### config.mk
export PLATFORM = sky130hd
export DESIGN_NAME = p2c_prescale
export DESIGN_NICKNAME = d
export VERILOG_FILES = /design/src/hw/rtl/polar_to_cartesian_defines.svh /design/src/hw/rtl/p2c_pkg.sv /design/src/hw/rtl/p2c_prescale.sv
export SDC_FILE = /design/constraint.sdc
export NUM_CORES = 1
export LEC_CHECK = 0
export BUFFER_PORTS_ARGS = -buffer_cell sky130_fd_sc_hd__buf_4
export CAP_MARGIN = 20
export CORE_MARGIN = 5
export CORE_UTILIZATION = 30
export CTS_BUF_LIST = sky130_fd_sc_hd__clkbuf_4
export DETAILED_ROUTE_END_ITERATION = 16
export PLACE_DENSITY_LB_ADDON = 0.12
export SYNTH_ARGS = -nofsm -noshare
export SYNTH_HDL_FRONTEND = slang
export SYNTH_SLANG_ARGS = --single-unit
### constraint.sdc
create_clock -name clk -period 6.25 [get_ports clk]
set_clock_uncertainty 0.1 [all_clocks]
set_input_delay 0 -clock clk [delete_from_list [all_inputs] [get_ports clk]]
set_output_delay 0 -clock clk [all_outputs]
set_load 0.05 [all_outputs]
### src/hw/rtl/polar_to_cartesian_defines.svh
// ----------------------------------------------------------------------------
// polar_to_cartesian_defines
// Assertion macros for the polar to rectangular converter.
// ----------------------------------------------------------------------------
`ifndef POLAR_TO_CARTESIAN_DEFINES_SVH
`define POLAR_TO_CARTESIAN_DEFINES_SVH

`ifndef SYNTHESIS

// Same-cycle implication, sampled on clk, off while rst_n is low.
`define P2C_ASSERT_IMPLIES(label, ante, cons) \
    label: assert property (@(posedge clk) disable iff (!rst_n) (ante) |-> (cons)) \
        else $error("p2c assertion failed");

// Next-cycle implication, sampled on clk, off while rst_n is low.
`define P2C_ASSERT_NEXT(label, ante, cons) \
    label: assert property (@(posedge clk) disable iff (!rst_n) (ante) |=> (cons)) \
        else $error("p2c assertion failed");

`else

`define P2C_ASSERT_IMPLIES(label, ante, cons)
`define P2C_ASSERT_NEXT(label, ante, cons)

`endif

`endif

### src/hw/rtl/p2c_pkg.sv
// ----------------------------------------------------------------------------
// p2c_pkg
// Types, widths and the arctangent table of the polar to rectangular converter.
// ----------------------------------------------------------------------------
package p2c_pkg;

    localparam int ROTATION_STAGES = 16;
    localparam int SAMPLE_WIDTH    = 16;
    localparam int GUARD_BITS      = 16;

    // Field widths of the items
    localparam int RADIUS_W = 15;
    localparam int ANGLE_W  = 16;

    // The arctangent table has 32 entries; more stages add nothing
    localparam int ATAN_DEPTH = 32;
    localparam int ATAN_IDX_W = 5;
    localparam int ATAN_W     = 30;
    localparam int NUM_STAGES = (ROTATION_STAGES > ATAN_DEPTH) ? ATAN_DEPTH : ROTATION_STAGES;

    // Only the low SAMPLE_WIDTH-1 radius bits take part
    localparam int USED_R_W = (SAMPLE_WIDTH - 1 < RADIUS_W) ? SAMPLE_WIDTH - 1 : RADIUS_W;

    // Gain compensation, 0.6072529350 in Q31
    localparam int GAIN_FRAC_BITS = 31;
    localparam logic [GAIN_FRAC_BITS-1:0] GAIN_Q31 = 31'd1304065748;
    localparam int PROD_W  = USED_R_W + GAIN_FRAC_BITS;
    localparam int X0_SHIFT = GAIN_FRAC_BITS - GUARD_BITS;

    // x/y datapath: radius bits, guard fraction, sign and growth headroom
    localparam int DATA_W = USED_R_W + GUARD_BITS + 2;

    // Residual angle: the input angle scaled by 2^16, one bit of headroom
    localparam int Z_FRAC_BITS = 16;
    localparam int Z_W         = ANGLE_W + 1 + Z_FRAC_BITS;

    typedef struct packed {
        logic        [RADIUS_W-1:0] radius;
        logic signed [ANGLE_W-1:0]  angle;
    } p2c_polar_t;

    typedef struct packed {
        logic signed [SAMPLE_WIDTH-1:0] x_coord;
        logic signed [SAMPLE_WIDTH-1:0] y_coord;
    } p2c_rect_t;

    typedef struct packed {
        logic signed [DATA_W-1:0] x;
        logic signed [DATA_W-1:0] y;
        logic signed [Z_W-1:0]    z;
    } p2c_rot_t;

    // round(atan(2^-i) * 2^31 / pi)
    function automatic logic [ATAN_W-1:0] atan_entry(input logic [ATAN_IDX_W-1:0] idx);
        logic [ATAN_W-1:0] val;
        unique case (idx)
            5'd0:  val = 30'h20000000;
            5'd1:  val = 30'h12E4051E;
            5'd2:  val = 30'h09FB385B;
            5'd3:  val = 30'h051111D4;
            5'd4:  val = 30'h028B0D43;
            5'd5:  val = 30'h0145D7E1;
            5'd6:  val = 30'h00A2F61E;
            5'd7:  val = 30'h00517C55;
            5'd8:  val = 30'h0028BE53;
            5'd9:  val = 30'h00145F2F;
            5'd10: val = 30'h000A2F98;
            5'd11: val = 30'h000517CC;
            5'd12: val = 30'h00028BE6;
            5'd13: val = 30'h000145F3;
            5'd14: val = 30'h0000A2FA;
            5'd15: val = 30'h0000517D;
            5'd16: val = 30'h000028BE;
            5'd17: val = 30'h0000145F;
            5'd18: val = 30'h00000A30;
            5'd19: val = 30'h00000518;
            5'd20: val = 30'h0000028C;
            5'd21: val = 30'h00000146;
            5'd22: val = 30'h000000A3;
            5'd23: val = 30'h00000051;
            5'd24: val = 30'h00000029;
            5'd25: val = 30'h00000014;
            5'd26: val = 30'h0000000A;
            5'd27: val = 30'h00000005;
            5'd28: val = 30'h00000003;
            5'd29: val = 30'h00000001;
            5'd30: val = 30'h00000001;
            5'd31: val = 30'h00000000;
        endcase
        return val;
    endfunction

endpackage

### src/hw/rtl/p2c_prescale.sv
// ----------------------------------------------------------------------------
// p2c_prescale
// Gain-compensated start vector and half-turn fold of the angle.
// ----------------------------------------------------------------------------
module p2c_prescale
    import p2c_pkg::*;
(
    input  logic       clk,
    input  logic       rst_n,
    input  logic       in_valid,
    output logic       in_ready,
    input  p2c_polar_t in_data,
    output logic       out_valid,
    input  logic       out_ready,
    output p2c_rot_t   out_data
);

    localparam logic [PROD_W-1:0] X0_ROUND = PROD_W'(1) << (X0_SHIFT - 1);
    localparam logic signed [ANGLE_W:0] HALF_TURN = (ANGLE_W + 1)'(1) << (ANGLE_W - 1);

    logic                     valid_reg;
    logic                     valid_next;
    p2c_rot_t                 data_reg;
    p2c_rot_t                 data_next;
    p2c_rot_t                 start;
    logic                     load;
    logic [USED_R_W-1:0]      mag;
    logic [PROD_W-1:0]        prod;
    logic [PROD_W-1:0]        prod_rnd;
    logic signed [DATA_W-1:0] x_start;
    logic                     fold;
    logic signed [ANGLE_W:0]  ang_ext;
    logic signed [ANGLE_W:0]  ang_adj;

    assign in_ready  = !valid_reg || out_ready;
    assign load      = in_valid && in_ready;
    assign out_valid = valid_reg;
    assign out_data  = data_reg;

    always_comb
    begin
        mag      = in_data.radius[USED_R_W-1:0];
        prod     = PROD_W'(mag) * PROD_W'(GAIN_Q31);
        prod_rnd = prod + X0_ROUND;
        x_start  = $signed(DATA_W'(prod_rnd[PROD_W-1:X0_SHIFT]));

        // Outside [-pi/2, pi/2) when the two top angle bits differ
        fold    = in_data.angle[ANGLE_W-1] ^ in_data.angle[ANGLE_W-2];
        ang_ext = {in_data.angle[ANGLE_W-1], in_data.angle};

        if (fold)
        begin
            ang_adj = in_data.angle[ANGLE_W-1] ? (ang_ext + HALF_TURN) : (ang_ext - HALF_TURN);
            start.x = -x_start;
        end
        else
        begin
            ang_adj = ang_ext;
            start.x = x_start;
        end
        start.y = '0;
        start.z = {ang_adj, {Z_FRAC_BITS{1'b0}}};
    end

    always_comb
    begin
        valid_next = in_ready ? in_valid : valid_reg;
        data_next  = load ? start : data_reg;
    end

    always_ff @(posedge clk or negedge rst_n)
    begin
        if (!rst_n)
        begin
            valid_reg <= 1'b0;
        end
        else
        begin
            valid_reg <= valid_next;
        end
    end

    always_ff @(posedge clk)
    begin
        data_reg <= data_next;
    end

endmodule

==> results.tsv <==
stage	metric	value	unit
status	status	finished with violations	
status	failing checks	setup timing	
final_layout	Non-Filler Instances	2320	
floorplanning	Initial Utilization	0.302	
sta	Fin. Hold Viols	0	
sta	fin worst setup slack	-0.590	ns
floorplanning	IO Pins	136	
global_route	initial antenna violation count	1	
floorplanning	die area	0.0438	sq mm
placed_design	Setup Slack @ Placement	-1.50	ns
cts	clk sink count	50	
drt	Vias	10300	
floorplanning	DIE HEIGHT	209	microns
yosys	synthesized area	0.0119	sq mm
placed_design	DP Area	0.0158	sq mm
final_layout	Fill cells	3949	
cts	CTS tree	yes	
cts	Clock Latency Late Sink	0.35	ns
cts	root buffer cell	clkbuf_4	
cts	Worst-path clk slew	0.15	ns
sta	crit path time final	6.84	ns
critical_path	nature of the critical path endpoint	register	
sta	Peak Freq	146	MHz
global_route	vias in the first global route	10800	
global_route	largest net degree at the start of global routing	50	
critical_path	CP Launch Type	primary input	
critical_path	CP arrival	6.89	ns
critical_path	Worst Path Required	6.30	ns
yosys	Mapped Cells	1291	
global_route	total global routing overflow	0	
final_layout	fin area	0.0177	sq mm
sta	Worst slew margin	0.663	
yosys	Ys Warns	0	
drt	# DRC	0	
sta	max-slew violations	0	
worst_hold_path	worst hold path type	in2reg	
sta	fin crit share	1.09	
final_layout	Net count, final	2136	
sta	RSZ-0062 raised after global routing	true	
sta	Worst Tran Pin Value	0.502	ns
final_layout	Layout area overhead	49.1	%
yosys	leading area contributor after synthesis	fa_1	
yosys	sequential share of the synthesized area	0.126	
placed_design	HPWL after DPL	32.4	mm
placed_design	Port Buffer Count	86	
yosys	Post-synth EDFFs	49	
drt	via density per instance	4.42	
drt	wire per inst	15.9	microns
placed_design	GPL Wtd Cong	0.909	
yosys	syn avg cell area	9.22	sq um
yosys	Netlist cell types	83	
final_layout	share of layout cells above drive strength 1	0.422	
yosys	Commonest cells post-synth	inv_1, ha_1, fa_1	
final_layout	area occupied by registers	0.00150	sq mm
cts	Max Root-Sink Buffers	2	
cts	H-tree depth	2	
cts	CTS Buf Count	5	
final_layout	area taken by multi-input logic gates	0.0105	sq mm
floorplanning	die width	209	microns
job	Max-cap violations	0	
floorplanning	number of cell rows	73	
yosys	count leader, synth	inv_1	
drt	final WL	36.9	mm
yosys	FFs w/ async S/R, synth	0.0200	
global_route	first-pass GRT wire length	58.2	mm
yosys	top-area cell type share of the netlist area	0.252	
placed_design	placed insts	2241	
drt	ANT nets after route	0	
critical_path	worst-path fanout max	5	
drt	drt first-iter violations	334	
critical_path	CP Class	in2reg	
global_route	overall routing resource usage	0.164	
drt	drt pass-1 iters	5	
yosys	top post-synthesis cells by area	fa_1, ha_1, edfxtp_1	
sta	setup violators final	23	
yosys	flops & latches, synth	50	
floorplanning	core area	0.0395	sq mm
yosys	Top FF cell, synth	edfxtp_1	
per-stage QoR:
stage	util	TNS [ns]	hold WS (ns)
finish	0.450	-8.47	0.156
global route	0.450	-14.36	0.173
CTS	0.433	-8.13	0.127
detailed placement	0.400	-29.37	-0.323
global placement	0.400	-27.68	-0.325
floorplan	-	-11.79	-0.396
routing by layer:
metal  vias up  global-route usage  share of wire
li1       5237                   -              -
met1      4829               0.216           0.45
met2       159               0.300           0.50
met3        27             0.00691          0.026
met4         0              0.0322          0.019
met5         -                   0              0
cell usage in the layout, fill, tap and decap left out, types with 11 or more instances in the layout:
master | netlist | final
buf_4 | 50 | 470
inv_1 | 236 | 222
fa_1 | 150 | 135
ha_1 | 158 | 129
nand2_1 | 60 | 55
nor2_1 | 67 | 55
conb_1 | 1 | 49
edfxtp_1 | 49 | 49
xnor2_1 | 51 | 44
buf_6 | 1 | 33
a21oi_1 | 61 | 31
xor2_1 | 36 | 31
a21oi_2 | 4 | 27
o21ai_0 | 37 | 27
ha_4 | 0 | 23
nand4_1 | 20 | 20
a21o_1 | 19 | 19
dlygate4sd3_1 | 0 | 19
fa_2 | 0 | 15
inv_2 | 0 | 14
nand3_1 | 18 | 13
o211ai_1 | 12 | 12
nor3_2 | 2 | 12
o21ai_1 | 11 | 12
nor2_2 | 1 | 11
nor3_1 | 22 | 11
cell type report:
class                           instances  share of cell area
Clock buffer                            5             0.00211
Inverter                              236              0.0499
Clock inverter                          3            0.000916
Multi-Input combinational cell        974               0.591
Tap cell                              525              0.0370
Antenna cell                            1            0.000141
Timing Repair Buffer                  526               0.234
Sequential cell                        50              0.0843
state kept, by name, summed over array words and instances (netlist names):
| signal | count |
|---|---|
| out_data | 49 |
| out_valid | 1 |
what timing repair did:
| action | in CTS | in global routing |
|---|---|---|
| pin swaps | 113 | 69 |
| gates resized for setup | 178 | 95 |
| hold buffers | 19 | 0 |
| endpoints found under the setup margin | 27 | 27 |
| buffers inserted | 35 | 20 |
| endpoints found under the hold margin | 18 | 0 |
critical path: stages:
cell and delay [ns]:
buf_4 0.16, ha_1 0.33, fa_2 0.59, inv_1 0.08, fa_1 0.54, inv_1 0.06
fa_1 0.51, fa_1 0.51, fa_1 0.53, ha_4 0.32, nand2_1 0.05, o21ai_0 0.36
a21oi_2 0.15, o22ai_4 0.24, mux2i_1 0.13, or4_4 0.55, or4_4 0.54, or3_4 0.36
xor2_2 0.14, and2b_2 0.24, and4_1 0.17, o32a_2 0.32
final timing paths:
kind / from / end / slack [ns] / cells after the start
max: in_data[25] / out_data[96] / -0.59 / 22
min: in_data[15] / out_data[67] / 0.16 / 4
max reg2reg: out_valid / out_data[29] / 4.74 / 3
min reg2reg: out_valid / out_data[31] / 0.85 / 2
max in group asynchronous: rst_n / out_valid / 5.58 / 3
min in group asynchronous: rst_n / out_valid / 0.37 / 3
cell families after synthesis:
kind of cell / share of synthesized area
and+or+nand+nor: 0.136
adders and majority gates: 0.418
DFF: 0.126
buffers and inverters: 0.117
muxes: 0.0135
xor gates and xnor gates: 0.0695
AOI/OAI and AO/OA: 0.119
other: 0.000315
Power is not shown: default switching activity piles up to over one toggle a cycle in this logic, so the estimate is an artifact.
