--- src/hw/rtl/polar_to_cartesian_defines.svh ---
// ----------------------------------------------------------------------------
// polar_to_cartesian_defines
// Assertion macros for the polar to rectangular converter.
// ----------------------------------------------------------------------------
`ifndef POLAR_TO_CARTESIAN_DEFINES_SVH
`define POLAR_TO_CARTESIAN_DEFINES_SVH

`ifndef SYNTHESIS

// Same-cycle implication, sampled on clk, off while rst_n is low.
`define P2C_ASSERT_IMPLIES(label, ante, cons) \
    label: assert property (@(posedge clk) disable iff (!rst_n) (ante) |-> (cons)) \
        else $error("p2c assertion failed");

// Next-cycle implication, sampled on clk, off while rst_n is low.
`define P2C_ASSERT_NEXT(label, ante, cons) \
    label: assert property (@(posedge clk) disable iff (!rst_n) (ante) |=> (cons)) \
        else $error("p2c assertion failed");

`else

`define P2C_ASSERT_IMPLIES(label, ante, cons)
`define P2C_ASSERT_NEXT(label, ante, cons)

`endif

`endif

--- src/hw/rtl/p2c_pkg.sv ---
// ----------------------------------------------------------------------------
// p2c_pkg
// Types, widths and the arctangent table of the polar to rectangular converter.
// ----------------------------------------------------------------------------
package p2c_pkg;

    localparam int ROTATION_STAGES = 16;
    localparam int SAMPLE_WIDTH    = 16;
    localparam int GUARD_BITS      = 16;

    // Field widths of the items
    localparam int RADIUS_W = 15;
    localparam int ANGLE_W  = 16;

    // The arctangent table has 32 entries; more stages add nothing
    localparam int ATAN_DEPTH = 32;
    localparam int ATAN_IDX_W = 5;
    localparam int ATAN_W     = 30;
    localparam int NUM_STAGES = (ROTATION_STAGES > ATAN_DEPTH) ? ATAN_DEPTH : ROTATION_STAGES;

    // Only the low SAMPLE_WIDTH-1 radius bits take part
    localparam int USED_R_W = (SAMPLE_WIDTH - 1 < RADIUS_W) ? SAMPLE_WIDTH - 1 : RADIUS_W;

    // Gain compensation, 0.6072529350 in Q31
    localparam int GAIN_FRAC_BITS = 31;
    localparam logic [GAIN_FRAC_BITS-1:0] GAIN_Q31 = 31'd1304065748;
    localparam int PROD_W  = USED_R_W + GAIN_FRAC_BITS;
    localparam int X0_SHIFT = GAIN_FRAC_BITS - GUARD_BITS;

    // x/y datapath: radius bits, guard fraction, sign and growth headroom
    localparam int DATA_W = USED_R_W + GUARD_BITS + 2;

    // Residual angle: the input angle scaled by 2^16, one bit of headroom
    localparam int Z_FRAC_BITS = 16;
    localparam int Z_W         = ANGLE_W + 1 + Z_FRAC_BITS;

    typedef struct packed {
        logic        [RADIUS_W-1:0] radius;
        logic signed [ANGLE_W-1:0]  angle;
    } p2c_polar_t;

    typedef struct packed {
        logic signed [SAMPLE_WIDTH-1:0] x_coord;
        logic signed [SAMPLE_WIDTH-1:0] y_coord;
    } p2c_rect_t;

    typedef struct packed {
        logic signed [DATA_W-1:0] x;
        logic signed [DATA_W-1:0] y;
        logic signed [Z_W-1:0]    z;
    } p2c_rot_t;

    // round(atan(2^-i) * 2^31 / pi)
    function automatic logic [ATAN_W-1:0] atan_entry(input logic [ATAN_IDX_W-1:0] idx);
        logic [ATAN_W-1:0] val;
        unique case (idx)
            5'd0:  val = 30'h20000000;
            5'd1:  val = 30'h12E4051E;
            5'd2:  val = 30'h09FB385B;
            5'd3:  val = 30'h051111D4;
            5'd4:  val = 30'h028B0D43;
            5'd5:  val = 30'h0145D7E1;
            5'd6:  val = 30'h00A2F61E;
            5'd7:  val = 30'h00517C55;
            5'd8:  val = 30'h0028BE53;
            5'd9:  val = 30'h00145F2F;
            5'd10: val = 30'h000A2F98;
            5'd11: val = 30'h000517CC;
            5'd12: val = 30'h00028BE6;
            5'd13: val = 30'h000145F3;
            5'd14: val = 30'h0000A2FA;
            5'd15: val = 30'h0000517D;
            5'd16: val = 30'h000028BE;
            5'd17: val = 30'h0000145F;
            5'd18: val = 30'h00000A30;
            5'd19: val = 30'h00000518;
            5'd20: val = 30'h0000028C;
            5'd21: val = 30'h00000146;
            5'd22: val = 30'h000000A3;
            5'd23: val = 30'h00000051;
            5'd24: val = 30'h00000029;
            5'd25: val = 30'h00000014;
            5'd26: val = 30'h0000000A;
            5'd27: val = 30'h00000005;
            5'd28: val = 30'h00000003;
            5'd29: val = 30'h00000001;
            5'd30: val = 30'h00000001;
            5'd31: val = 30'h00000000;
        endcase
        return val;
    endfunction

endpackage

--- src/hw/rtl/p2c_rot_cell.sv ---
// ----------------------------------------------------------------------------
// p2c_rot_cell
// One shift-and-add micro-rotation with its own pipeline register.
// ----------------------------------------------------------------------------
module p2c_rot_cell
    import p2c_pkg::*;
(
    input  logic                  clk,
    input  logic                  rst_n,
    input  logic [ATAN_IDX_W-1:0] stage_idx,
    input  logic                  in_valid,
    output logic                  in_ready,
    input  p2c_rot_t              in_data,
    output logic                  out_valid,
    input  logic                  out_ready,
    output p2c_rot_t              out_data
);

    logic                     valid_reg;
    logic                     valid_next;
    p2c_rot_t                 data_reg;
    p2c_rot_t                 data_next;
    p2c_rot_t                 rot;
    logic                     load;
    logic signed [DATA_W-1:0] x_in;
    logic signed [DATA_W-1:0] y_in;
    logic signed [Z_W-1:0]    z_in;
    logic signed [DATA_W-1:0] dx;
    logic signed [DATA_W-1:0] dy;
    logic signed [Z_W-1:0]    step;

    assign in_ready  = !valid_reg || out_ready;
    assign load      = in_valid && in_ready;
    assign out_valid = valid_reg;
    assign out_data  = data_reg;

    always_comb
    begin
        x_in = in_data.x;
        y_in = in_data.y;
        z_in = in_data.z;
        dx   = y_in >>> stage_idx;
        dy   = x_in >>> stage_idx;
        step = $signed(Z_W'(atan_entry(stage_idx)));

        // zero residual counts as non-negative
        if (!z_in[Z_W-1])
        begin
            rot.x = x_in - dx;
            rot.y = y_in + dy;
            rot.z = z_in - step;
        end
        else
        begin
            rot.x = x_in + dx;
            rot.y = y_in - dy;
            rot.z = z_in + step;
        end
    end

    always_comb
    begin
        valid_next = in_ready ? in_valid : valid_reg;
        data_next  = load ? rot : data_reg;
    end

    always_ff @(posedge clk or negedge rst_n)
    begin
        if (!rst_n)
        begin
            valid_reg <= 1'b0;
        end
        else
        begin
            valid_reg <= valid_next;
        end
    end

    always_ff @(posedge clk)
    begin
        data_reg <= data_next;
    end

endmodule

--- config.mk ---
export PLATFORM = sky130hd
export DESIGN_NAME = p2c_rot_cell
export DESIGN_NICKNAME = d
export VERILOG_FILES = /design/src/hw/rtl/polar_to_cartesian_defines.svh /design/src/hw/rtl/p2c_pkg.sv /design/src/hw/rtl/p2c_rot_cell.sv
export SDC_FILE = /design/constraint.sdc
export NUM_CORES = 1
export LEC_CHECK = 0
export ABC_AREA = 1
export BUFFER_PORTS_ARGS = -buffer_cell sky130_fd_sc_hd__buf_2
export CAP_MARGIN = 10
export CORE_AREA = 2 2 189 191
export DETAILED_ROUTE_END_ITERATION = 8
export DIE_AREA = 0 0 191 193
export SYNTH_ARGS = -nofsm -noshare
export SYNTH_HDL_FRONTEND = slang
export SYNTH_SLANG_ARGS = --single-unit
export TNS_END_PERCENT = 30
--- constraint.sdc ---
create_clock -name clk -period 7.9 [get_ports clk]
set_clock_uncertainty 0.1 [all_clocks]
set_input_delay 2.37 -clock clk [delete_from_list [all_inputs] [get_ports clk]]
set_output_delay 2.37 -clock clk [all_outputs]
set_load 0.02 [all_outputs]
==> summary.md <==
| Metric | Value |
|---|---|
| Distinct cells, synth | `a little under 60` |
| Worst-skew pair later-pin latency | `~0.38 ns` |
| Total number of placement rows | `slightly below 70` |
| Root Driver | `clkbuf_16` |
| Setup bufs post-CTS | `0` |
| Hold wc startpoint | `out_valid` |
| Tot GR Track Use | `29.89%` |
| Total Wirelength | `about 56000 um` |
| Area Overhead vs Synth | `11.51%` |
| Die ar. | `36860 um^2` |
| Worst r2r dst | `out_data[86]` |
| Slew Limit Fails | `0` |
| Gates resized, CTS repair | `0` |
| WHS | `0.4935 ns` |
| Ys flop type | `edfxtp_1` |
| Max-cap violations | `0` |
| Via count | `~17000` |
| Cell Area, Synth | `around 15000 um^2` |
| Status | `finished clean` |
| Clock tree buffer depth | `2` |
| R2R setup slack | `approximately 6.0 ns` |
| Area contributors post-synth | `nand2_1, edfxtp_1, nand3_1` |
| Pwr Density | `approximately 180 nW/um^2` |
| Vias in the first global route | `15720` |
| Initial DRC Count | `roughly 1600` |
| Critical Path AT | `7.48 ns` |
| CP required | `between 7 and 8 ns` |
| Hold EP | `out_valid` |
| #FFs+latches synth | `100` |
| Die width | `about 190 um` |
| RSZ-0062 raised after global routing | `false` |
| Syn Area/Cell | `between 6 and 7 um^2` |
| Dpl hpwl | `between 40000 and 50000 um` |
| Top cell type's share of synthesized area | `20.30%` |
| Antenna violations before repair | `1` |
| # DRC | `0` |
| DIE HEIGHT | `a little under 200 um` |
| CP Capture Type | `flop` |
| Worst setup path startpoint | `stage_idx[1]` |
| Final nets | `2831` |
| Via density | `5.514` |
| Post-layout min period | `7.453 ns` |
| Largest net degree at the start of global routing | `between 70 and 80` |
| First drt pass iteration count | `6` |
| ANT nets after route | `0` |
| Post-route insts no fill | `3082` |
| Crit Path Max Fanout | `between 40 and 50` |
| Worst Tran Pin Value | `~0.93 ns` |
| Tcrit/Tclk final | `a little over nine tenths` |
| Mapped Cells | `about 2400` |
| Starting Density | `approximately 43%` |
| First-pass GRT wire length | `about 86000 um` |
| Max-slew headroom | `between 30% and 40%` |
| CTS Hold Buffers Added | `0` |
| Port buffer count | `208` |
| Gr ovfl total | `0` |
| Placed Cells | `between 3000 and 4000` |
| Core Region | `approximately 35000 um^2` |
| I/O pin count | `around 210` |
| Largest area contributor in the netlist | `nand2_1` |
| Share of post-route cells with drive strength above 1 | `12.64%` |
| Clk sinks | `100` |
| Setup violators final | `0` |
| CTS buffer count | `9` |
| Critical Path Source Type | `input port` |
| Hold Crit Depth | `2` |
| Number of synthesized flops with an enable pin | `99` |
| Final Util | `48.07%` |
| Sequential area share after synthesis | `roughly a fifth` |
| Setup TNS Final | `0 ns` |
| R2R depth | `2` |
| Worst-path clk slew | `0.08 ns` |
| Synth async-reset ratio | `under 10%` |
| H-tree levels | `3` |
| DP Worst Slack | `0.3582 ns` |
| Worst setup path class | `input port to flop` |
| Achievable frequency | `134.2 MHz` |
| Leak | `8.459 nW` |
| RD Place Congestion | `about 0.96` |
| Worst VDD drop | `about 0.12 mV` |
| Final hold viol count | `0` |
| Synth warnings | `0` |
| CTS tree | `done` |
| Min-delay worst type | `flop to flop` |
| Drt wl/cell | `around 18 um` |
| Reg-to-reg startpoint | `out_valid` |
| Mapped Nets | `between 2000 and 3000` |
| Final Worst Setup Slack | `between 0.4 and 0.5 ns` |
-- cell usage in the layout (no fill, tap or decap), types with 10 or more instances in the layout --
cell type / count
a21o_1: 11
a21oi_1: 134
a31oi_1: 10
buf_2: 208
buf_4: 29
edfxtp_1: 99
ha_1: 106
inv_1: 185
inv_2: 33
nand2_1: 815
nand2_2: 11
nand3_1: 364
nand3b_1: 16
nand4_1: 11
nor2_1: 193
nor2_2: 12
nor3_1: 22
o211ai_1: 13
o21ai_0: 82
o21ai_1: 14
xnor2_1: 56
xor2_1: 105
-- area by class of cell --
| cell class | instances | area (um^2) |
|---|---|---|
| Clock inverter | 6 | 57.56 |
| Timing Repair Buffer | 239 | 1299 |
| Multi-Input combinational cell | 2043 | 10810 |
| Fill cell | 3837 | 18160 |
| Tap cell | 461 | 576.8 |
| Clock buffer | 10 | 229.0 |
| Sequential cell | 100 | 2998 |
| Antenna cell | 2 | 5.005 |
| Inverter | 221 | 832.0 |
-- kinds of logic (layout without fill, tap and decap cells) --
family / after synthesis / after routing / synth area share (%)
other: 0 / 2 / 0
XOR/XNOR: 161 / 161 / 9.355
adder cells (fa/ha/maj): 109 / 109 / 9.197
buffers and inverters: 300 / 476 / 8.475
flip-flops: 100 / 100 / 19.89
AO/OA/AOI/OAI: 309 / 309 / 11.91
AND/OR/NAND/NOR: 1464 / 1464 / 41.17
-- metrics by stage --
step           total power, mW  area [um^2]
6_report                 2.965        16810
5_1_grt                  3.197        16810
4_1_cts                  2.968        16800
3_5_place_dp             2.500        16520
3_3_place_gp             2.507        16520
2_1_floorplan            2.004        15070
-- cell usage after synthesis (18+ instances only) --
master / number
inv_2: 33
buf_2: 26
xnor2_1: 56
inv_1: 185
clkbuf_1: 18
edfxtp_1: 99
nand2_1: 815
nor2_1: 194
o21ai_0: 82
nand3_1: 364
ha_1: 106
a21oi_1: 135
nor3_1: 22
xor2_1: 105
-- sequential cells by signal, indices dropped and copies added, names as in the netlist --
signal     count
out_data      99
out_valid      1
-- worst max path at each step --
| stage | endpoint | slack [ns] | cells past startpoint |
|---|---|---|---|
| 3_5_place_dp | out_data[53] | 0.36 | 25 |
| 6_report | out_data[53] | 0.45 | 25 |
| 2_1_floorplan | out_data[0] | 0.02 | 2 |
| 5_1_grt | out_data[53] | 0.25 | 25 |
| 3_3_place_gp | out_data[53] | 0.27 | 25 |
| 4_1_cts | out_data[53] | 0.75 | 25 |
-- worst max-delay path: stages --
cell and delay [ns]:
buf_2 0.12, inv_2 0.34, buf_4 0.50, nand3_1 0.18
nand2_1 0.09, nand2_1 0.07, nand3_1 0.10, nand2_1 0.09
nand2_1 0.10, nand2_1 0.12, nor2_1 0.13, nand2_1 0.17
nor2_2 0.28, inv_2 0.07, nand2_1 0.08, xnor2_1 0.10
ha_1 0.38, nand2_1 0.07, inv_1 0.05, a21oi_1 0.20
o21ai_0 0.73, a31oi_1 0.28, o21ai_0 0.50, a21oi_1 0.15
xnor2_1 0.16
-- where the power goes --
part,total [mW],switching (mW),internal (mW)
logic,1.74,1.16,0.575
clock network,0.456,0.235,0.222
registers,0.774,0.0235,0.750
-- routing by layer --
layer / part of all wire (%) / vias to the layer above / global-route usage (%)
li1: - / 8459 / -
met5: 0 / - / 0
met4: 3.9 / 0 / 12.13
met2: 46 / 652 / 50.13
met1: 44 / 7781 / 39.18
met3: 6.2 / 102 / 3.403
No activity file was read; power rests on OpenSTA's default activity.
