--- src/hw/rtl/polar_to_cartesian_defines.svh ---
// ----------------------------------------------------------------------------
// polar_to_cartesian_defines
// Assertion macros for the polar to rectangular converter.
// ----------------------------------------------------------------------------
`ifndef POLAR_TO_CARTESIAN_DEFINES_SVH
`define POLAR_TO_CARTESIAN_DEFINES_SVH

`ifndef SYNTHESIS

// Same-cycle implication, sampled on clk, off while rst_n is low.
`define P2C_ASSERT_IMPLIES(label, ante, cons) \
    label: assert property (@(posedge clk) disable iff (!rst_n) (ante) |-> (cons)) \
        else $error("p2c assertion failed");

// Next-cycle implication, sampled on clk, off while rst_n is low.
`define P2C_ASSERT_NEXT(label, ante, cons) \
    label: assert property (@(posedge clk) disable iff (!rst_n) (ante) |=> (cons)) \
        else $error("p2c assertion failed");

`else

`define P2C_ASSERT_IMPLIES(label, ante, cons)
`define P2C_ASSERT_NEXT(label, ante, cons)

`endif

`endif

--- src/hw/rtl/p2c_pkg.sv ---
// ----------------------------------------------------------------------------
// p2c_pkg
// Types, widths and the arctangent table of the polar to rectangular converter.
// ----------------------------------------------------------------------------
package p2c_pkg;

    localparam int ROTATION_STAGES = 16;
    localparam int SAMPLE_WIDTH    = 16;
    localparam int GUARD_BITS      = 16;

    // Field widths of the items
    localparam int RADIUS_W = 15;
    localparam int ANGLE_W  = 16;

    // The arctangent table has 32 entries; more stages add nothing
    localparam int ATAN_DEPTH = 32;
    localparam int ATAN_IDX_W = 5;
    localparam int ATAN_W     = 30;
    localparam int NUM_STAGES = (ROTATION_STAGES > ATAN_DEPTH) ? ATAN_DEPTH : ROTATION_STAGES;

    // Only the low SAMPLE_WIDTH-1 radius bits take part
    localparam int USED_R_W = (SAMPLE_WIDTH - 1 < RADIUS_W) ? SAMPLE_WIDTH - 1 : RADIUS_W;

    // Gain compensation, 0.6072529350 in Q31
    localparam int GAIN_FRAC_BITS = 31;
    localparam logic [GAIN_FRAC_BITS-1:0] GAIN_Q31 = 31'd1304065748;
    localparam int PROD_W  = USED_R_W + GAIN_FRAC_BITS;
    localparam int X0_SHIFT = GAIN_FRAC_BITS - GUARD_BITS;

    // x/y datapath: radius bits, guard fraction, sign and growth headroom
    localparam int DATA_W = USED_R_W + GUARD_BITS + 2;

    // Residual angle: the input angle scaled by 2^16, one bit of headroom
    localparam int Z_FRAC_BITS = 16;
    localparam int Z_W         = ANGLE_W + 1 + Z_FRAC_BITS;

    typedef struct packed {
        logic        [RADIUS_W-1:0] radius;
        logic signed [ANGLE_W-1:0]  angle;
    } p2c_polar_t;

    typedef struct packed {
        logic signed [SAMPLE_WIDTH-1:0] x_coord;
        logic signed [SAMPLE_WIDTH-1:0] y_coord;
    } p2c_rect_t;

    typedef struct packed {
        logic signed [DATA_W-1:0] x;
        logic signed [DATA_W-1:0] y;
        logic signed [Z_W-1:0]    z;
    } p2c_rot_t;

    // round(atan(2^-i) * 2^31 / pi)
    function automatic logic [ATAN_W-1:0] atan_entry(input logic [ATAN_IDX_W-1:0] idx);
        logic [ATAN_W-1:0] val;
        unique case (idx)
            5'd0:  val = 30'h20000000;
            5'd1:  val = 30'h12E4051E;
            5'd2:  val = 30'h09FB385B;
            5'd3:  val = 30'h051111D4;
            5'd4:  val = 30'h028B0D43;
            5'd5:  val = 30'h0145D7E1;
            5'd6:  val = 30'h00A2F61E;
            5'd7:  val = 30'h00517C55;
            5'd8:  val = 30'h0028BE53;
            5'd9:  val = 30'h00145F2F;
            5'd10: val = 30'h000A2F98;
            5'd11: val = 30'h000517CC;
            5'd12: val = 30'h00028BE6;
            5'd13: val = 30'h000145F3;
            5'd14: val = 30'h0000A2FA;
            5'd15: val = 30'h0000517D;
            5'd16: val = 30'h000028BE;
            5'd17: val = 30'h0000145F;
            5'd18: val = 30'h00000A30;
            5'd19: val = 30'h00000518;
            5'd20: val = 30'h0000028C;
            5'd21: val = 30'h00000146;
            5'd22: val = 30'h000000A3;
            5'd23: val = 30'h00000051;
            5'd24: val = 30'h00000029;
            5'd25: val = 30'h00000014;
            5'd26: val = 30'h0000000A;
            5'd27: val = 30'h00000005;
            5'd28: val = 30'h00000003;
            5'd29: val = 30'h00000001;
            5'd30: val = 30'h00000001;
            5'd31: val = 30'h00000000;
        endcase
        return val;
    endfunction

endpackage

--- src/hw/rtl/p2c_finish.sv ---
// ----------------------------------------------------------------------------
// p2c_finish
// Round-half-up and saturation of x and y, and the output register.
// ----------------------------------------------------------------------------
module p2c_finish
    import p2c_pkg::*;
(
    input  logic      clk,
    input  logic      rst_n,
    input  logic      in_valid,
    output logic      in_ready,
    input  p2c_rot_t  in_data,
    output logic      out_valid,
    input  logic      out_ready,
    output p2c_rect_t out_data
);

    localparam int RND_W = DATA_W + 1 - GUARD_BITS;
    localparam int SAT_W = ((RND_W > SAMPLE_WIDTH) ? RND_W : SAMPLE_WIDTH) + 1;
    localparam logic [DATA_W:0] OUT_ROUND = (DATA_W + 1)'(1) << (GUARD_BITS - 1);
    localparam logic signed [SAT_W-1:0] SAT_POS =
        SAT_W'((64'd1 << (SAMPLE_WIDTH - 1)) - 64'd1);
    localparam logic signed [SAT_W-1:0] SAT_NEG = -SAT_POS;

    function automatic logic signed [SAMPLE_WIDTH-1:0] round_sat(
        input logic signed [DATA_W-1:0] v
    );
        logic signed [DATA_W:0]  sum;
        logic signed [RND_W-1:0] rnd;
        logic signed [SAT_W-1:0] wide;
        sum  = (DATA_W + 1)'(v) + OUT_ROUND;
        rnd  = sum[DATA_W:GUARD_BITS];
        wide = SAT_W'(rnd);
        if (wide > SAT_POS)
        begin
            wide = SAT_POS;
        end
        else if (wide < SAT_NEG)
        begin
            wide = SAT_NEG;
        end
        return wide[SAMPLE_WIDTH-1:0];
    endfunction

    logic      valid_reg;
    logic      valid_next;
    p2c_rect_t data_reg;
    p2c_rect_t data_next;
    p2c_rect_t res;
    logic      load;

    assign in_ready  = !valid_reg || out_ready;
    assign load      = in_valid && in_ready;
    assign out_valid = valid_reg;
    assign out_data  = data_reg;

    always_comb
    begin
        res.x_coord = round_sat(in_data.x);
        res.y_coord = round_sat(in_data.y);
        valid_next  = in_ready ? in_valid : valid_reg;
        data_next   = load ? res : data_reg;
    end

    always_ff @(posedge clk or negedge rst_n)
    begin
        if (!rst_n)
        begin
            valid_reg <= 1'b0;
        end
        else
        begin
            valid_reg <= valid_next;
        end
    end

    always_ff @(posedge clk)
    begin
        data_reg <= data_next;
    end

endmodule

--- config.mk ---
export PLATFORM = sky130hd
export DESIGN_NAME = p2c_finish
export DESIGN_NICKNAME = d
export VERILOG_FILES = /design/src/hw/rtl/polar_to_cartesian_defines.svh /design/src/hw/rtl/p2c_pkg.sv /design/src/hw/rtl/p2c_finish.sv
export SDC_FILE = /design/constraint.sdc
export NUM_CORES = 1
export LEC_CHECK = 0
export BUFFER_PORTS_ARGS = -buffer_cell sky130_fd_sc_hd__buf_2
export CAP_MARGIN = 20
export CELL_PAD_IN_SITES_DETAIL_PLACEMENT = 1
export CELL_PAD_IN_SITES_GLOBAL_PLACEMENT = 1
export CORE_MARGIN = 8
export CORE_UTILIZATION = 29
export CTS_BUF_LIST = sky130_fd_sc_hd__clkbuf_2
export DETAILED_ROUTE_END_ITERATION = 8
export PLACE_DENSITY = 0.83
export SLEW_MARGIN = 10
export SYNTH_ARGS = -nofsm -noshare
export SYNTH_HDL_FRONTEND = slang
export SYNTH_SLANG_ARGS = --single-unit
--- constraint.sdc ---
create_clock -name clk -period 1.5 [get_ports clk]
set_input_delay 0.075 -clock clk [delete_from_list [all_inputs] [get_ports clk]]
set_output_delay 0.075 -clock clk [all_outputs]
set_load 0.01 [all_outputs]
==> out/results.txt <==
Sorting the synthesized cells by area gives the leading types as sky130_fd_sc_hd__edfxtp_1, sky130_fd_sc_hd__xnor2_1, sky130_fd_sc_hd__xor2_1. The synthesized design contains 33 register bits. Setup repair after global routing could not meet its margin everywhere. The smallest setup slack after layout is -0.1296 ns, and the number of global-route vias before repair is 2924. Of the synthesized area, sequential elements account for 41.08%. Summed over all nets, the switching power comes to 0.0007019 W.

The first global-routing pass estimated 14.31 mm of wire. The final reports fail on negative setup slack. The cell count after synthesis came out at 255. The critical path is of the in -> reg type.

For the sum of net half-perimeters after detailed placement, the log shows 7.091 mm. The post-synthesis compound-gate area fraction came out at 16.11%. Max-cap violations in this run came to 0. Data required time of the worst path: 1.65 ns. Detailed routing inserted a total of 2676 vias. Across the VDD grid, the largest voltage drop is 0.0003204 V. Entering global routing, the biggest net connects 33 pins. For this run, design rule violations remaining after detail routing come to 0. CTS built an H-tree with a depth of 2.

Of the post-synthesis cell area, the part taken by muxes is 0.9385%. The full die area is 11440 µm². The logs give 72.32% for the worst slew slack as a fraction of its limit and 0 for the number of antenna violations at the first check in global routing. Time the worst path needs with I/O delays and setup: 1.630 ns. The run finished, with violations left. The number of distinct standard cells referenced by the synthesized netlist was 50. Dividing the detail-routed via count by the number of cells gives 5.136. The clock net in this run drives a total of 33 sinks. For this run, the number of Yosys warnings is 0.

Simple-gate area share of the yosys netlist: 25.81%. For this run, the leading register cell type out of synthesis is sky130_fd_sc_hd__edfxtp_1. The data arrival at the endpoint of the critical path was 1.78 ns. TritonCTS built the clock tree.

The congestion estimate from routability-driven global placement came to 0.9035. Number of iterations in the first detailed-routing pass: 4. Cells fill 47.27% of the core in the end.

Summed over all cells, the static leakage comes to 1.525 nW. The first routing iteration left 48 violations. The maximum net fanout on the critical path is 4, and the initial standard-cell utilization of the core is 29.50%. The clock network is responsible for 24.5% of the overall power. The main combinational cell family by area after synthesis is simple AND/OR/NAND/NOR gates. After synthesis, the mean cell area works out to 9.411 µm². Global routing used 15.54% of the available tracks across all layers. In the final design database the tool counted 520 nets. The repair_antennas step left the layout with diodes totalling 0. The remaining global-route overflow came out at 0.

Post-synth design cell area: 2400 µm². In this run the tool buffered the top-level ports with 73 buffer cells. On the final layout, the worst clock skew is 0.01253 ns. After Yosys synthesis, full adders, half adders and majority gates account for 1.043% of the synthesized area. The run gives 0 as the final hold violation count. The final-layout fill cell count was 969. Counting the buffers created by CTS gives 5. The run gives 0 as the remaining antenna violation count after routing. Derived from the worst setup path, the maximum achievable clock frequency is 613.6 MHz. The chip height came out at 107.0 µm. The share of the cycle needed by the critical path after routing works out to 108.6%.

STA classifies the critical path endpoint as a flop. The area growth from synthesis to final layout is 60.22%. Cell with the most instances after synthesis: sky130_fd_sc_hd__edfxtp_1. Cells with a size suffix above 1 make up 52.88% of the layout. The region available for standard cell placement spans 8134 µm². For this design the top-level I/O count stands at 137.

The tools report the sort of element at the start of the critical path as an input pin. After clock tree synthesis, the clock-pin slew on the worst setup and hold paths is 0.19 ns. The detail-routed net length per standard cell was 16.95 µm.

For the pin with the worst max-slew slack, the measured transition is 0.4048 ns. Row generation in the floorplan step produced 33 rows. For this design the ratio of total power to cell area is 629.1 nW/µm².

The routed design has 8.832 mm of wire. Number of synthesized flops with an enable pin: 32. After synthesis, the most frequently instantiated cells are sky130_fd_sc_hd__edfxtp_1, sky130_fd_sc_hd__xnor2_1, sky130_fd_sc_hd__a21oi_1, sky130_fd_sc_hd__nand2_1, sky130_fd_sc_hd__nor2_1. The largest total area in the synthesized netlist belongs to sky130_fd_sc_hd__edfxtp_1.

The logs give 29.7% for the fraction of power consumed by combinational cells and 16 for the total setup violations reported at the end of the flow. The post-synthesis net count was 360; the part of the power in registers was 45.7%. The maximum number of buffers from clock root to sink was 2. The path class of the tightest hold or removal check is in -> reg. After Yosys synthesis, XOR and XNOR cells account for 12.04% of the synthesized area.

Summed over all failing endpoints, the final setup total negative slack is -0.8866 ns. The run gives 0 as the number of max-slew violations in the final report. For the worst-skew pair, the clock arrives at the later sink with an insertion delay of 0.37 ns.

The share of the synthesized area in the top cell type was 40.04%. Net switching is 29.02% of the power. The horizontal extent of the die is 107.0 µm. The internal power of the cells totals 0.001717 W.

Counting flops with an async set or reset pin after synthesis yields a share of 3.030%. The clock root buffer master is sky130_fd_sc_hd__clkbuf_2.
## registers in the layout, indices dropped and copies added, names as in the netlist
signal and cells:
out_data 32, out_valid 1
## logic make-up (layout without fill, tap and decap cells)
family	after synthesis	count (layout)
compound gates	58	58
mux	2	2
fa+ha+maj	2	2
xor+xnor	33	33
buf+inv	17	178
simple gates	110	110
flops	33	33
## metal layers
metal / vias up / track usage, % / wire, µm
li1: 1292 / - / -
met1: 1309 / 15.87 / 3388
met2: 63 / 30.55 / 4934
met3: 12 / 2.759 / 368
met4: 0 / 5.528 / 140
met5: - / 0 / 0
## power groups by stage
| stage | logic, W | registers, W | clock network, W |
|---|---|---|---|
| finish | 0.000719 | 0.00111 | 0.000594 |
| global route | 0.000783 | 0.00111 | 0.000645 |
| CTS | 0.000715 | 0.00111 | 0.000609 |
| detailed placement | 0.000693 | 0.00113 | 0 |
| global placement | 0.000662 | 0.00113 | 0 |
| floorplan | 0.000295 | 0.00116 | 0 |
## repair_timing
action / 4_1_cts / 5_1_grt
hold endpoints to repair: 2 / 0
pin swaps: 3 / 1
setup endpoints to repair: 29 / 28
gates resized for setup: 14 / 11
cloned: 0 / 0
hold buffers: 4 / 0
setup buffers: 2 / 1
## critical path, cell delays in order
cell and delay (ns):
sky130_fd_sc_hd__buf_2 0.13, sky130_fd_sc_hd__nand3_4 0.10, sky130_fd_sc_hd__or3_4 0.41, sky130_fd_sc_hd__or3_4 0.36
sky130_fd_sc_hd__nor2_2 0.09, sky130_fd_sc_hd__o32a_2 0.17, sky130_fd_sc_hd__or4b_1 0.44
## cell usage in the layout, fill, tap and decap left out, types with 2 or more instances in the layout
cell / synthesis / final
sky130_fd_sc_hd__nor4_1: 6 / 4
sky130_fd_sc_hd__inv_1: 3 / 3
sky130_fd_sc_hd__and3_1: 4 / 3
sky130_fd_sc_hd__or4_1: 4 / 2
sky130_fd_sc_hd__nor3_1: 5 / 4
sky130_fd_sc_hd__dlygate4sd3_1: 0 / 4
sky130_fd_sc_hd__nand2_2: 0 / 2
sky130_fd_sc_hd__nor2_4: 0 / 2
sky130_fd_sc_hd__or3_1: 6 / 4
sky130_fd_sc_hd__nand3_1: 14 / 12
sky130_fd_sc_hd__xnor2_1: 19 / 19
sky130_fd_sc_hd__nand3_4: 1 / 2
sky130_fd_sc_hd__nand2_1: 18 / 15
sky130_fd_sc_hd__nand2b_1: 3 / 3
sky130_fd_sc_hd__or3_4: 2 / 4
sky130_fd_sc_hd__o21ai_1: 0 / 3
sky130_fd_sc_hd__nor4_2: 0 / 2
sky130_fd_sc_hd__or4_4: 0 / 2
sky130_fd_sc_hd__nor2_1: 17 / 13
sky130_fd_sc_hd__o211ai_1: 9 / 9
sky130_fd_sc_hd__nand4_1: 12 / 12
sky130_fd_sc_hd__xor2_1: 14 / 14
sky130_fd_sc_hd__a21oi_2: 0 / 10
sky130_fd_sc_hd__o21ai_0: 10 / 7
sky130_fd_sc_hd__a41oi_1: 2 / 2
sky130_fd_sc_hd__nor2_2: 0 / 2
sky130_fd_sc_hd__clkbuf_2: 0 / 5
sky130_fd_sc_hd__buf_2: 6 / 70
sky130_fd_sc_hd__or2_2: 10 / 10
sky130_fd_sc_hd__buf_12: 0 / 2
sky130_fd_sc_hd__buf_4: 0 / 89
sky130_fd_sc_hd__o31ai_1: 2 / 2
sky130_fd_sc_hd__a211o_1: 2 / 2
sky130_fd_sc_hd__a21oi_1: 18 / 8
sky130_fd_sc_hd__buf_8: 0 / 2
sky130_fd_sc_hd__edfxtp_1: 32 / 32
## stage by stage
step                      setup slack (ns)  instance area, µm²  hold WS, ns  total power, W  instances
final                              -0.1296                3845       0.1297        0.002419        521
after global placement             -0.5612                3626      -0.1505        0.001789        506
after global routing               -0.1876                3845       0.1246        0.002541        521
after floorplan                    -0.4443                2584      -0.2206        0.001455        255
after detailed placement           -0.5973                3626      -0.1456        0.001822        506
after CTS                         -0.08666                3794       0.1199        0.002431        520
## path summary, 6_finish.rpt
check                                      start                    endpoint  slack (ns)  cells after the start
min in group asynchronous                  rst_n       out_valid$_DFFE_PN0N_        0.49                      3
max                                  in_data[84]  out_data[16]$_SDFFCE_PP1P_       -0.13                      7
max reg2reg                out_valid$_DFFE_PN0N_       out_valid$_DFFE_PN0N_        0.27                      3
max in group asynchronous                  rst_n       out_valid$_DFFE_PN0N_        0.91                      3
min reg2reg                out_valid$_DFFE_PN0N_  out_data[31]$_SDFFCE_PN0P_        1.02                      3
min                                  in_data[97]  out_data[30]$_SDFFCE_PN1P_        0.13                      4
## final cells by class
cell class / instances / area, µm² / area share [%]
Sequential cell: 33 / 985.9 / 25.64
Clock inverter: 3 / 41.29 / 1.074
Clock buffer: 5 / 25.02 / 0.6508
Inverter: 3 / 11.26 / 0.2929
Multi-Input combinational cell: 205 / 1521 / 39.57
Timing Repair Buffer: 167 / 1129 / 29.35
Tap cell: 105 / 131.4 / 3.417
(Power assumes the default switching activity.)
